==> config.mk <==
export PLATFORM = sky130hd
export DESIGN_NAME = masked_blit_one_bit_alpha_unit_flat
export DESIGN_NICKNAME = d
export VERILOG_FILES = /design/src/rtl/mblit_pkg.sv /design/src/rtl/mblit_if.sv /design/src/rtl/mblit_front.sv /design/src/rtl/mblit_queue.sv /design/src/rtl/mblit_back.sv /design/src/rtl/masked_blit_one_bit_alpha_unit.sv /design/src/flat_wrapper.sv
export SDC_FILE = /design/constraint.sdc
export NUM_CORES = 1
export LEC_CHECK = 0
export ABC_CLOCK_PERIOD_IN_PS = 13800
export BUFFER_PORTS_ARGS = -buffer_cell sky130_fd_sc_hd__buf_4
export CAP_MARGIN = 20
export CORE_MARGIN = 4
export CORE_UTILIZATION = 40
export CTS_CLUSTER_SIZE = 24
export DETAILED_ROUTE_END_ITERATION = 16
export GPL_ROUTABILITY_DRIVEN = 0
export PLACE_DENSITY = 0.65
export SLEW_MARGIN = 20
export SYNTH_ARGS = -nofsm -noshare
export SYNTH_HDL_FRONTEND = slang
export SYNTH_SLANG_ARGS = --single-unit
export TNS_END_PERCENT = 100
==> constraint.sdc <==
create_clock -name clk -period 13.8 [get_ports clk]
set_input_delay 0.69 -clock clk [delete_from_list [all_inputs] [get_ports clk]]
set_output_delay 0.69 -clock clk [all_outputs]
set_load 0.02 [all_outputs]
==> src/rtl/mblit_pkg.sv <==
package mblit_pkg;

  // Configuration register indexes
  localparam logic [2:0] REG_SRC_WIDTH   = 3'd0;
  localparam logic [2:0] REG_DEST_X      = 3'd1;
  localparam logic [2:0] REG_DEST_Y      = 3'd2;
  localparam logic [2:0] REG_DRAW_WIDTH  = 3'd3;
  localparam logic [2:0] REG_DRAW_HEIGHT = 3'd4;
  localparam logic [2:0] REG_DEST_WIDTH  = 3'd5;
  localparam logic [2:0] REG_DEST_HEIGHT = 3'd6;
  localparam logic [2:0] REG_ALPHA_MODE  = 3'd7;

  localparam int CFG_INDEX_W = 3;
  localparam int CFG_DATA_W  = 12;
  localparam int RGB_W       = 24;
  localparam int PADDR_W     = 24;
  localparam int MADDR_W     = 19;
  localparam int COORD_W     = 12;  // destination coordinates stay below 4096
  localparam int RGB_STRIDE_W = 14;
  localparam int MSK_STRIDE_W = 10;

  localparam logic [2:0] BIT_IN_BYTE = 3'h7;
  localparam logic [7:0] MSB_BIT     = 8'h80;

  typedef struct packed {
    logic [11:0] src_width;
    logic [10:0] dest_x;
    logic [10:0] dest_y;
    logic [11:0] draw_width;
    logic [11:0] draw_height;
    logic [11:0] dest_width;
    logic [11:0] dest_height;
    logic        alpha_mode;
  } cfg_t;

  // Classified request passed from front to back
  typedef struct packed {
    logic               pixel_write;
    logic               mask_write;
    logic [COORD_W-1:0] dx;
    logic [COORD_W-1:0] dy;
    logic [RGB_W-1:0]   rgb;
  } entry_t;

endpackage

==> src/rtl/mblit_if.sv <==
interface mblit_in_if;
  logic        valid;
  logic        ready;
  logic [23:0] pixel_rgb;
  logic        mask_bit;
  logic        frame_last;

  modport source (output valid, pixel_rgb, mask_bit, frame_last, input ready);
  modport sink   (input valid, pixel_rgb, mask_bit, frame_last, output ready);
endinterface

interface mblit_out_if;
  logic        valid;
  logic        ready;
  logic        pixel_write;
  logic [23:0] pixel_address;
  logic [23:0] pixel_data;
  logic        mask_write;
  logic [18:0] mask_address;
  logic [7:0]  mask_set_bits;

  modport source (output valid, pixel_write, pixel_address, pixel_data, mask_write,
                  mask_address, mask_set_bits, input ready);
  modport sink   (input valid, pixel_write, pixel_address, pixel_data, mask_write,
                  mask_address, mask_set_bits, output ready);
endinterface

interface mblit_cfg_if;
  logic        valid;
  logic        ready;
  logic [2:0]  index;
  logic [11:0] data;

  modport source (output valid, index, data, input ready);
  modport sink   (input valid, index, data, output ready);
endinterface

==> src/rtl/mblit_front.sv <==
module mblit_front #(
  parameter int MAX_WIDTH  = 2048,
  parameter int MAX_HEIGHT = 2048
) (
  input  logic              clk,
  input  logic              rst,
  mblit_in_if.sink          pixels,
  input  mblit_pkg::cfg_t   cfg,
  input  logic              queue_full,
  output logic              push,
  output mblit_pkg::entry_t push_entry
);

  localparam int CW     = $clog2(MAX_WIDTH);
  localparam int RW     = $clog2(MAX_HEIGHT);
  localparam int CMP_W  = (CW + 1 > 13) ? CW + 1 : 13;
  localparam int RCMP_W = (RW + 1 > 13) ? RW + 1 : 13;

  logic [CW-1:0]     column_count, column_count_next;
  logic [RW-1:0]     row_count, row_count_next;
  logic              in_range;
  logic [11:0]       span_w, span_h, vw, vh, src_len;
  logic [CMP_W-1:0]  col_x, row_len;
  logic [RCMP_W-1:0] row_x;
  logic              in_clip, pw;

  assign pixels.ready = !queue_full;
  assign push         = pixels.valid && pixels.ready;

  // clip window
  assign in_range = (12'(cfg.dest_x) < cfg.dest_width) && (12'(cfg.dest_y) < cfg.dest_height);
  assign span_w   = cfg.dest_width - 12'(cfg.dest_x);
  assign span_h   = cfg.dest_height - 12'(cfg.dest_y);

  always_comb begin
    vw = (cfg.draw_width < span_w) ? cfg.draw_width : span_w;
    if (cfg.src_width < vw) begin
      vw = cfg.src_width;
    end
    vh = (cfg.draw_height < span_h) ? cfg.draw_height : span_h;
  end

  assign col_x   = CMP_W'(column_count);
  assign row_x   = RCMP_W'(row_count);
  assign in_clip = in_range && (col_x < CMP_W'(vw)) && (row_x < RCMP_W'(vh));
  assign pw      = in_clip && (!cfg.alpha_mode || pixels.mask_bit);

  always_comb begin
    push_entry.pixel_write = pw;
    push_entry.mask_write  = pw && cfg.alpha_mode;
    push_entry.dx  = mblit_pkg::COORD_W'(CMP_W'(cfg.dest_x) + col_x);
    push_entry.dy  = mblit_pkg::COORD_W'(RCMP_W'(cfg.dest_y) + row_x);
    push_entry.rgb = pixels.pixel_rgb;
  end

  // raster position; a zero source width counts as one
  assign src_len = (cfg.src_width == 12'd0) ? 12'd1 : cfg.src_width;
  assign row_len = (CMP_W'(src_len) > CMP_W'(MAX_WIDTH)) ? CMP_W'(MAX_WIDTH) : CMP_W'(src_len);

  always_comb begin
    column_count_next = column_count;
    row_count_next    = row_count;
    if (pixels.frame_last) begin
      column_count_next = '0;
      row_count_next    = '0;
    end else if (col_x + CMP_W'(1) >= row_len) begin
      column_count_next = '0;
      row_count_next    = (row_x + RCMP_W'(1) >= RCMP_W'(MAX_HEIGHT)) ? '0
                          : RW'(row_x + RCMP_W'(1));
    end else begin
      column_count_next = CW'(col_x + CMP_W'(1));
    end
  end

  always_ff @(posedge clk) begin
    if (rst) begin
      column_count <= '0;
      row_count    <= '0;
    end else if (push) begin
      column_count <= column_count_next;
      row_count    <= row_count_next;
    end
  end

endmodule

==> src/rtl/mblit_queue.sv <==
module mblit_queue (
  input  logic              clk,
  input  logic              rst,
  input  logic              push,
  input  mblit_pkg::entry_t push_entry,
  output logic              full,
  input  logic              pop,
  output logic              not_empty,
  output mblit_pkg::entry_t pop_entry
);

  mblit_pkg::entry_t slots [2];
  logic       wr_ptr, rd_ptr;
  logic [1:0] count;

  assign full      = (count == 2'd2);
  assign not_empty = (count != 2'd0);
  assign pop_entry = slots[rd_ptr];

  always_ff @(posedge clk) begin
    if (push) begin
      slots[wr_ptr] <= push_entry;
    end
  end

  always_ff @(posedge clk) begin
    if (rst) begin
      wr_ptr <= 1'b0;
      rd_ptr <= 1'b0;
      count  <= 2'd0;
    end else begin
      if (push) begin
        wr_ptr <= !wr_ptr;
      end
      if (pop) begin
        rd_ptr <= !rd_ptr;
      end
      count <= count + 2'(push) - 2'(pop);
    end
  end

endmodule

==> src/rtl/mblit_back.sv <==
module mblit_back (
  input  logic              clk,
  input  logic              rst,
  input  mblit_pkg::cfg_t   cfg,
  input  logic              avail,
  input  mblit_pkg::entry_t entry,
  output logic              pop,
  mblit_out_if.source       results
);

  logic [mblit_pkg::RGB_STRIDE_W-1:0] rgb_stride;
  logic [mblit_pkg::MSK_STRIDE_W-1:0] msk_stride;
  logic [25:0] row_base;
  logic [21:0] mrow_base;
  logic [13:0] dx3;
  logic        out_valid;

  // strides are registered, following the configuration in the next cycle
  always_ff @(posedge clk) begin
    rgb_stride <= mblit_pkg::RGB_STRIDE_W'((14'(cfg.dest_width) * 14'd3 + 14'd3) & ~14'h3);
    msk_stride <= mblit_pkg::MSK_STRIDE_W'((((13'(cfg.dest_width) + 13'd7) >> 3) + 13'd3)
                  & ~13'h3);
  end

  assign pop       = avail && (!out_valid || results.ready);
  assign row_base  = 26'(entry.dy) * 26'(rgb_stride);
  assign mrow_base = 22'(entry.dy) * 22'(msk_stride);
  assign dx3       = {1'b0, entry.dx, 1'b0} + 14'(entry.dx);

  always_ff @(posedge clk) begin
    if (rst) begin
      out_valid <= 1'b0;
    end else if (pop) begin
      out_valid <= 1'b1;
    end else if (results.ready) begin
      out_valid <= 1'b0;
    end
  end

  always_ff @(posedge clk) begin
    if (pop) begin
      results.pixel_write   <= entry.pixel_write;
      results.pixel_address <= entry.pixel_write
                               ? mblit_pkg::PADDR_W'(row_base + 26'(dx3)) : '0;
      results.pixel_data    <= entry.pixel_write ? entry.rgb : '0;
      results.mask_write    <= entry.mask_write;
      results.mask_address  <= entry.mask_write
                               ? mblit_pkg::MADDR_W'(mrow_base + 22'(entry.dx >> 3)) : '0;
      results.mask_set_bits <= entry.mask_write
                               ? (mblit_pkg::MSB_BIT >> (entry.dx[2:0] & mblit_pkg::BIT_IN_BYTE))
                               : '0;
    end
  end

  assign results.valid = out_valid;

endmodule

==> src/rtl/masked_blit_one_bit_alpha_unit.sv <==
// Channel   Role  Handshake    Payload
// pixels    sink  valid/ready  pixel_rgb, mask_bit, frame_last
// results   src   valid/ready  pixel_write/address/data, mask_write/address/set_bits
// cfg       sink  valid/ready  index (3b), data (12b); ready always high
//
// One request accepted per clock while the queue is not full; each result passes
// through a queue slot, then the address multiply into the output register.
// Throughput is set by the two-entry queue and the output register: full rate
// while results are taken, pixels.ready drops only once the queue fills.
// rst is synchronous: clears counters, queue occupancy, output valid and the
// registers to their defaults. Strides are re-registered from the config registers.
module masked_blit_one_bit_alpha_unit #(
  parameter int MAX_WIDTH  = 2048,
  parameter int MAX_HEIGHT = 2048
) (
  input  logic        clk,
  input  logic        rst,
  mblit_in_if.sink    pixels,
  mblit_out_if.source results,
  mblit_cfg_if.sink   cfg
);

  mblit_pkg::cfg_t   regs;
  mblit_pkg::entry_t push_entry, pop_entry;
  logic              push, pop, queue_full, queue_avail;

  assign cfg.ready = 1'b1;

  // register file
  always_ff @(posedge clk) begin
    if (rst) begin
      regs.src_width   <= 12'd1;
      regs.dest_x      <= 11'd0;
      regs.dest_y      <= 11'd0;
      regs.draw_width  <= 12'd0;
      regs.draw_height <= 12'd0;
      regs.dest_width  <= 12'd1;
      regs.dest_height <= 12'd1;
      regs.alpha_mode  <= 1'b0;
    end else if (cfg.valid) begin
      case (cfg.index)
        mblit_pkg::REG_SRC_WIDTH:   regs.src_width   <= cfg.data;
        mblit_pkg::REG_DEST_X:      regs.dest_x      <= cfg.data[10:0];
        mblit_pkg::REG_DEST_Y:      regs.dest_y      <= cfg.data[10:0];
        mblit_pkg::REG_DRAW_WIDTH:  regs.draw_width  <= cfg.data;
        mblit_pkg::REG_DRAW_HEIGHT: regs.draw_height <= cfg.data;
        mblit_pkg::REG_DEST_WIDTH:  regs.dest_width  <= cfg.data;
        mblit_pkg::REG_DEST_HEIGHT: regs.dest_height <= cfg.data;
        mblit_pkg::REG_ALPHA_MODE:  regs.alpha_mode  <= cfg.data[0];
        default: ;
      endcase
    end
  end

  // front: raster counters and clip test
  mblit_front #(
    .MAX_WIDTH  (MAX_WIDTH),
    .MAX_HEIGHT (MAX_HEIGHT)
  ) u_front (
    .clk        (clk),
    .rst        (rst),
    .pixels     (pixels),
    .cfg        (regs),
    .queue_full (queue_full),
    .push       (push),
    .push_entry (push_entry)
  );

  // decouples the front from output stalls
  mblit_queue u_queue (
    .clk        (clk),
    .rst        (rst),
    .push       (push),
    .push_entry (push_entry),
    .full       (queue_full),
    .pop        (pop),
    .not_empty  (queue_avail),
    .pop_entry  (pop_entry)
  );

  // back: address arithmetic and output register
  mblit_back u_back (
    .clk     (clk),
    .rst     (rst),
    .cfg     (regs),
    .avail   (queue_avail),
    .entry   (pop_entry),
    .pop     (pop),
    .results (results)
  );

endmodule

==> src/flat_wrapper.sv <==
// flat-port wrapper written by rule: the top's interface ports become plain ports
module masked_blit_one_bit_alpha_unit_flat 
#(
  parameter int MAX_WIDTH  = 2048,
  parameter int MAX_HEIGHT = 2048
)
  (clk, rst, pixels_valid, pixels_pixel_rgb, pixels_mask_bit, pixels_frame_last, pixels_ready, results_valid, results_pixel_write, results_pixel_address, results_pixel_data, results_mask_write, results_mask_address, results_mask_set_bits, results_ready, cfg_valid, cfg_index, cfg_data, cfg_ready);
  mblit_in_if pixels_i ();
  mblit_out_if results_i ();
  mblit_cfg_if cfg_i ();
  input  logic clk;
  input  logic rst;
  input wire logic [$bits(pixels_i.valid)-1:0] pixels_valid;
  input wire logic [$bits(pixels_i.pixel_rgb)-1:0] pixels_pixel_rgb;
  input wire logic [$bits(pixels_i.mask_bit)-1:0] pixels_mask_bit;
  input wire logic [$bits(pixels_i.frame_last)-1:0] pixels_frame_last;
  output wire logic [$bits(pixels_i.ready)-1:0] pixels_ready;
  output wire logic [$bits(results_i.valid)-1:0] results_valid;
  output wire logic [$bits(results_i.pixel_write)-1:0] results_pixel_write;
  output wire logic [$bits(results_i.pixel_address)-1:0] results_pixel_address;
  output wire logic [$bits(results_i.pixel_data)-1:0] results_pixel_data;
  output wire logic [$bits(results_i.mask_write)-1:0] results_mask_write;
  output wire logic [$bits(results_i.mask_address)-1:0] results_mask_address;
  output wire logic [$bits(results_i.mask_set_bits)-1:0] results_mask_set_bits;
  input wire logic [$bits(results_i.ready)-1:0] results_ready;
  input wire logic [$bits(cfg_i.valid)-1:0] cfg_valid;
  input wire logic [$bits(cfg_i.index)-1:0] cfg_index;
  input wire logic [$bits(cfg_i.data)-1:0] cfg_data;
  output wire logic [$bits(cfg_i.ready)-1:0] cfg_ready;
  assign pixels_i.valid = pixels_valid;
  assign pixels_i.pixel_rgb = pixels_pixel_rgb;
  assign pixels_i.mask_bit = pixels_mask_bit;
  assign pixels_i.frame_last = pixels_frame_last;
  assign pixels_ready = pixels_i.ready;
  assign results_valid = results_i.valid;
  assign results_pixel_write = results_i.pixel_write;
  assign results_pixel_address = results_i.pixel_address;
  assign results_pixel_data = results_i.pixel_data;
  assign results_mask_write = results_i.mask_write;
  assign results_mask_address = results_i.mask_address;
  assign results_mask_set_bits = results_i.mask_set_bits;
  assign results_i.ready = results_ready;
  assign cfg_i.valid = cfg_valid;
  assign cfg_i.index = cfg_index;
  assign cfg_i.data = cfg_data;
  assign cfg_ready = cfg_i.ready;
  masked_blit_one_bit_alpha_unit #(.MAX_WIDTH(MAX_WIDTH), .MAX_HEIGHT(MAX_HEIGHT)) u_core (.clk(clk), .rst(rst), .pixels(pixels_i), .results(results_i), .cfg(cfg_i));
endmodule
==> out/metrics.cfg, run 1 <==
[status]
status = completed

[global_routing]
grt_pass1_wl_um = 98130
antenna_found_initial = 0
grt_max_degree = 74
overflow = 0
grt_usage_pct = 18.78
grt_pass1_vias = 18550

[setup_path]
critPathRequiredTime_ps = 14070
crit_slowest_cell = nor2_2
endpoint_kind = register
cpPeakStageDelay_ps = 530
r2r_start = u_core.regs[13]
critical_path_class = reg -> reg
worstPathArrival_ps = 8040
start_kind = register
crit_fanout = 19
path_common_cell = ha_1
crit_start = u_core.regs[13]

[yosys]
synth.top_cell.area_share_pct = 21.82
synth_top_flop_cell = edfxtp_1
synth_warnings = 0
syn_area_per_cell_um2 = 9.428
netlist_instances = 2583
synth_seq_area_share_pct = 32.59
yosys.cell_types.count = 76
synth-edff-count = 177
async_flop_share_pct = 0
synth_largest_area_cell = edfxtp_1
ys_ff_latch = 308
synth.cell_area_mm2 = 0.02435
ys_top_cells_by_area = edfxtp_1 22%, fa_1 14%, ha_1 12%
syn_nets = 3044

[floorplan]
die_area_mm2 = 0.06490
rows = 90
initial_utilization_pct = 40.35
io_pins = 126
die_y_um = 254.7
die_w_um = 254.7
core-area_mm2 = 0.06036

[clocking]
clock_path_buffers = 3
clk_pin_slew_ps = 60
cts_resized = 0
cts-root-buf = clkbuf_16
htreeDepth = 2
post_cts_buffers = 0
postCtsHoldBufs = 0
numCtsBuffers = 35
clock-sinks = 308
insertion_delay_ps = 560
cts_tree = yes

[finish]
final_cell_mix = 369 x nand2_1, 301 x inv_1, 242 x ha_1
final_nets = 3117
fillers = 5701
syn2layout_area_growth_pct = 11.19
drive_above_1_share_pct = 8.333
multi_input_area_mm2 = 0.01493
regArea_mm2 = 0.007939
diodes = 0
final_common_cell = nand2_1

[hold_path]
hold_start = pixels_pixel_rgb[10]
hold_class = in -> reg

[sta]
setup_viol = 0
max_slew_margin_pct = 29.23
tightest_slew_ps = 1058
finClkSkew_ps = 15.85
min_period_ps = 7771
max_freq_ghz = 0.1287
setup_tns_ps = 0
finalCritPeriodShare_pct = 56.31
setup_slack_ps = 6029
final-hold-violation-count = 0
drv_slew = 0
rsz0062_at_grt = false

[power]
max-vdd-ir-drop_uv = 98.62
powerDensity_mw_per_mm2 = 150.5
leakage_uw = 0.01199

[drt]
via_per_inst = 5.253
routedWlPerCell_um = 17.31
postRouteAntennaNets = 0
vias = 18165
drtIter0Drc = 1066
remaining_drc_errors = 0
drt-pass1-iter-count = 7
finalWirelength_um = 59860

[place]
hpwl_um = 46190
dp_slack_ps = 6127
portBuffers = 124

[flow_run]
maxCapViolations = 0

[cell type report]
| cell class | count | area share (%) |
|---|---|---|
| multi-input combinational | 1876 | 55.14 |
| sequential | 308 | 29.32 |
| inverter | 301 | 4.172 |
| timing repair buffer | 134 | 3.715 |
| tap | 782 | 3.613 |
| clock buffer | 44 | 3.433 |
| clock inverter | 13 | 0.6053 |
[final timing paths]
kind	endpoint	slack, ps	cells after the start
worst max register to register	u_core.u_queue.slots[0][49]	6030	34
worst max-delay path	u_core.u_queue.slots[0][49]	6030	34
worst min register to register	u_core.regs[11]	460	2
worst min-delay path	u_core.u_queue.slots[0][10]	310	1
[where the power goes]
part | leakage [uW] | switching, uW | total, uW | internal, uW
sequential | 0.00278 | 64.1 | 1270 | 1200
clock | 0.000521 | 391 | 909 | 518
combinational | 0.00870 | 1170 | 1900 | 729
[sequential cells by signal, indices dropped and copies added (netlist names), named ones only]
| register | cells |
|---|---|
| u_core.u_back.results.pixel_address | 24 |
| u_core.u_back.results.valid | 1 |
| u_core.u_back.results.mask_address | 19 |
| u_core.u_back.msk_stride | 8 |
| u_core.u_front.row_count | 11 |
| u_core.u_queue.slots | 100 |
| u_core.u_back.results.pixel_write | 1 |
| u_core.u_queue.rd_ptr | 1 |
| u_core.u_queue.wr_ptr | 1 |
| u_core.u_back.results.pixel_data | 24 |
| u_core.u_queue.count | 2 |
| u_core.u_back.results.mask_write | 1 |
| u_core.u_back.rgb_stride | 12 |
| u_core.regs | 83 |
| u_core.u_back.results.mask_set_bits | 8 |
| u_core.u_front.column_count | 11 |
[Yosys cell counts (40+ instances only)]
master / n
nand2_1: 369
edfxtp_1: 177
o21ai_0: 54
inv_1: 301
dfxtp_1: 131
a21oi_1: 172
xor2_1: 44
ha_1: 242
xnor2_1: 91
clkbuf_1: 85
mux2i_1: 51
fa_1: 173
nor2_1: 155
and2_1: 111
nand3_1: 40
[worst max-delay path: cells and delay by family (launching register included)]
family | cells | cell delay, ps
compound gates | 13 | 2470
xor+xnor | 1 | 200
fa+ha+maj | 5 | 1600
buf+inv | 2 | 160
flops | 1 | 410
mux | 2 | 580
simple gates | 11 | 2070
[metal layers]
metal / track usage (%) / part of all wire, % / up-vias
li1: - / - / 8781
met1: 25.21 / 44 / 8710
met2: 31.23 / 47 / 550
met3: 2.835 / 6.6 / 124
met4: 6.438 / 3.3 / 0
met5: 0 / 0 / -
[logic make-up after synthesis]
kind of cell / after synthesis / share of synthesized area (%)
buffers and inverters: 399 / 6.227
xor gates and xnor gates: 136 / 4.922
AOI/OAI and AO/OA: 412 / 10.55
muxes: 67 / 2.836
and+or+nand+nor: 845 / 16.20
other: 1 / 0.01540
adders and majority gates: 415 / 26.65
DFF: 308 / 32.59
[metrics by stage]
stage	area, um2	util (%)	instances	hold WS (ps)	power (uW)
final	27080	44.86	3458	312.4	4076
after global routing	27080	44.86	3458	286.8	4388
after CTS	27080	44.86	3458	273.4	4120
after detailed placement	25980	43.05	3401	452.6	3189
after global placement	25980	43.05	3401	452.1	3144
after floorplan	24350	-	2583	440.6	2648
(Power assumes the default switching activity.)
==> run 2, diff against run 1 <==
Settings changed: ABC_CLOCK_PERIOD_IN_PS 13800 to 7040, PLACE_DENSITY 0.65 to 0.67.
Clock period 13.8 ns to 7.04 ns, I/O delays scaled along.
==> run 2 against run 1 <==
Net effect:
- the run now ends with negative setup slack left
- hold slack got worse by 210 ps
- non-clock buffer count increased by 70
- register-to-register slack got worse by 6000 ps
- critical path depth increased by 2
- clock skew increased by 16 ps
- global-route usage about the same
- final area increased by 3.9%
- sequential power increased by 96%
- fmax increased by 10%
- die area unchanged
- critical endpoint unchanged
- highest routed layer unchanged
==> out/metrics.cfg, run 2 (synthesized netlist as in run 1, its figures left out) <==
[floorplan]
die_area_mm2 = 0.06490  ; unchanged
die_y_um = 254.7  ; unchanged
io_pins = 126  ; unchanged
die_w_um = 254.7  ; unchanged
initial_utilization_pct = 40.35  ; unchanged
rows = 90  ; unchanged
core-area_mm2 = 0.06036  ; unchanged

[hold_path]
whs_path_depth = 3  ; was 1
hold_class = in -> reg  ; unchanged

[clocking]
clk_pin_slew_ps = 60  ; about the same
clock_path_buffers = 3  ; unchanged
cts_tree = yes  ; unchanged
htreeDepth = 2  ; unchanged
numCtsBuffers = 36  ; was 35
cts-root-buf = clkbuf_16  ; unchanged
insertion_delay_ps = 560  ; about the same
clock-sinks = 308  ; unchanged

[global_routing]
overflow = 0  ; unchanged
grt_pass1_wl_um = 98370  ; was 98130 um
grt_usage_pct = 18.73  ; was 18.78%
busiest_layer = met2  ; unchanged
antenna_found_initial = 0  ; unchanged
grtUsageMet1_pct = 24.47  ; was 25.21%
met2_usage_pct = 32.12  ; was 31.23%
grt_max_degree = 75  ; was 74
grtUsageMet3_pct = 2.937  ; was 2.835%
grt_pass1_vias = 19131  ; was 18550

[sta]
min_period_ps = 7055  ; was 7771 ps
max_freq_ghz = 0.1418  ; was 0.1287 GHz
whs_ps = 98.06  ; was 312.4 ps
tightest_slew_ps = 962.4  ; was 1058 ps
rsz0062_at_grt = true  ; was false
setup_slack_ps = -14.68  ; was 6029 ps
final-hold-violation-count = 0  ; unchanged
max_slew_margin_pct = 35.60  ; was 29.23%
setup_viol = 4  ; was 0
finClkSkew_ps = 31.54  ; was 15.85 ps
drv_slew = 0  ; unchanged
finalCritPeriodShare_pct = 100.2  ; was 56.31%

[drt]
drt-pass1-iter-count = 6  ; was 7
via_per_inst = 5.319  ; was 5.253
vias = 18803  ; was 18165
postRouteAntennaNets = 0  ; unchanged
routedWlPerCell_um = 17.49  ; was 17.31 um
remaining_drc_errors = 0  ; unchanged
drtIter0Drc = 1179  ; was 1066
finalWirelength_um = 61810  ; was 59860 um

[power]
finalPower_uw = 8213  ; was 4076 uW
max-vdd-ir-drop_uv = 191.6  ; was 98.62 uV
powerDensity_mw_per_mm2 = 291.8  ; was 150.5 mW/mm2
leakage_uw = 0.01240  ; was 0.01199 uW

[status]
status = finished, violations left  ; was completed
failed_checks = negative setup slack

[finish]
finalCoreUtilization_pct = 46.63  ; was 44.86%
finalNonFillerCells = 3535  ; was 3458
top_register = u_core.u_queue.slots  ; unchanged
final_cell_mix = 365 x nand2_1, 298 x inv_1, 228 x ha_1  ; was 369 x nand2_1, 301 x inv_1, 242 x ha_1
syn2layout_area_growth_pct = 15.57  ; was 11.19%
largest_reg_flops = 100  ; unchanged
diodes = 0  ; unchanged
final_common_cell = nand2_1  ; unchanged
reg_top3 = u_core.u_queue.slots x100, u_core.regs x83  ; unchanged
drive_above_1_share_pct = 12.57  ; was 8.333%
finalInstanceArea_mm2 = 0.02815  ; was 0.02708 mm2
final_nets = 3188  ; was 3117

[setup_path]
cpPeakStageDelay_ps = 390  ; was 530 ps
r2r_cells = 36  ; was 34
critical_path_class = reg -> reg  ; unchanged
endpoint_kind = register  ; unchanged
worstPathArrival_ps = 7320  ; was 8040 ps
start_kind = register  ; unchanged
crit_fanout = 6  ; was 19
critPathRequiredTime_ps = 7310  ; was 14070 ps
crit_slowest_cell = or3_4  ; was nor2_2

[flow_run]
maxCapViolations = 0  ; unchanged

[place]
placed_area_mm2 = 0.02623  ; was 0.02598 mm2
place_inst = 3432  ; was 3401
portBuffers = 124  ; unchanged
hpwl_um = 46660  ; was 46190 um

run 2: timing repair:
action	in CTS	in global routing
endpoints found under the hold margin	48	0
endpoints found under the setup margin	4	7
gates cloned	0	1
resized for setup	19	71
setup buffers	2	12
hold buffers	24	0
pin swaps	8	42
run 2: layout make-up:
cell class / count / area [um2]
fill: 5540 / 32210
multi-input combinational: 1876 / 15340
sequential: 308 / 7943
timing repair buffer: 204 / 1629
inverter: 301 / 1130
clock buffer: 46 / 989.7
tap: 782 / 978.4
clock inverter: 18 / 136.4
run 2: power breakdown:
part,switching [uW],total (uW),internal [uW],leakage (uW)
clock network,767,1800,1040,0.000557
registers,130,2490,2360,0.00278
logic,2370,3920,1550,0.00907
total,3260,8210,4950,0.0124
run 2: final timing paths:
path | startpoint | end | slack (ps)
setup / recovery | u_core.regs[13] | u_core.u_queue.slots[0][49] | -10
hold reg to reg | u_core.regs[10] | u_core.regs[10] | 470
setup reg to reg | u_core.regs[13] | u_core.u_queue.slots[0][49] | -10
hold / removal | cfg_data[11] | u_core.regs[36] | 100
run 2: critical path: cells and delay by family (launching register included):
family | cells | cell delay [ps]
AND/OR/NAND/NOR | 9 | 1440
AO/OA/AOI/OAI | 15 | 2590
multiplexers | 2 | 540
flip-flops | 1 | 330
adder cells (fa/ha/maj) | 5 | 1240
XOR/XNOR | 1 | 210
buffers and inverters | 4 | 430
run 2: metrics by stage:
stage	TNS, ps	setup WS (ps)
after floorplan	0	204.0
after global placement	0	211.7
after detailed placement	-1010	-286.3
after CTS	0	2.127
after global routing	-733.1	-187.6
final	-46.13	-14.68
run 2: metal layers:
metal  up-vias  routed length [um]
li1       8947                   -
met1      9100               26600
met2       593               29210
met3       163                3829
met4         0                2171
met5         -                   0
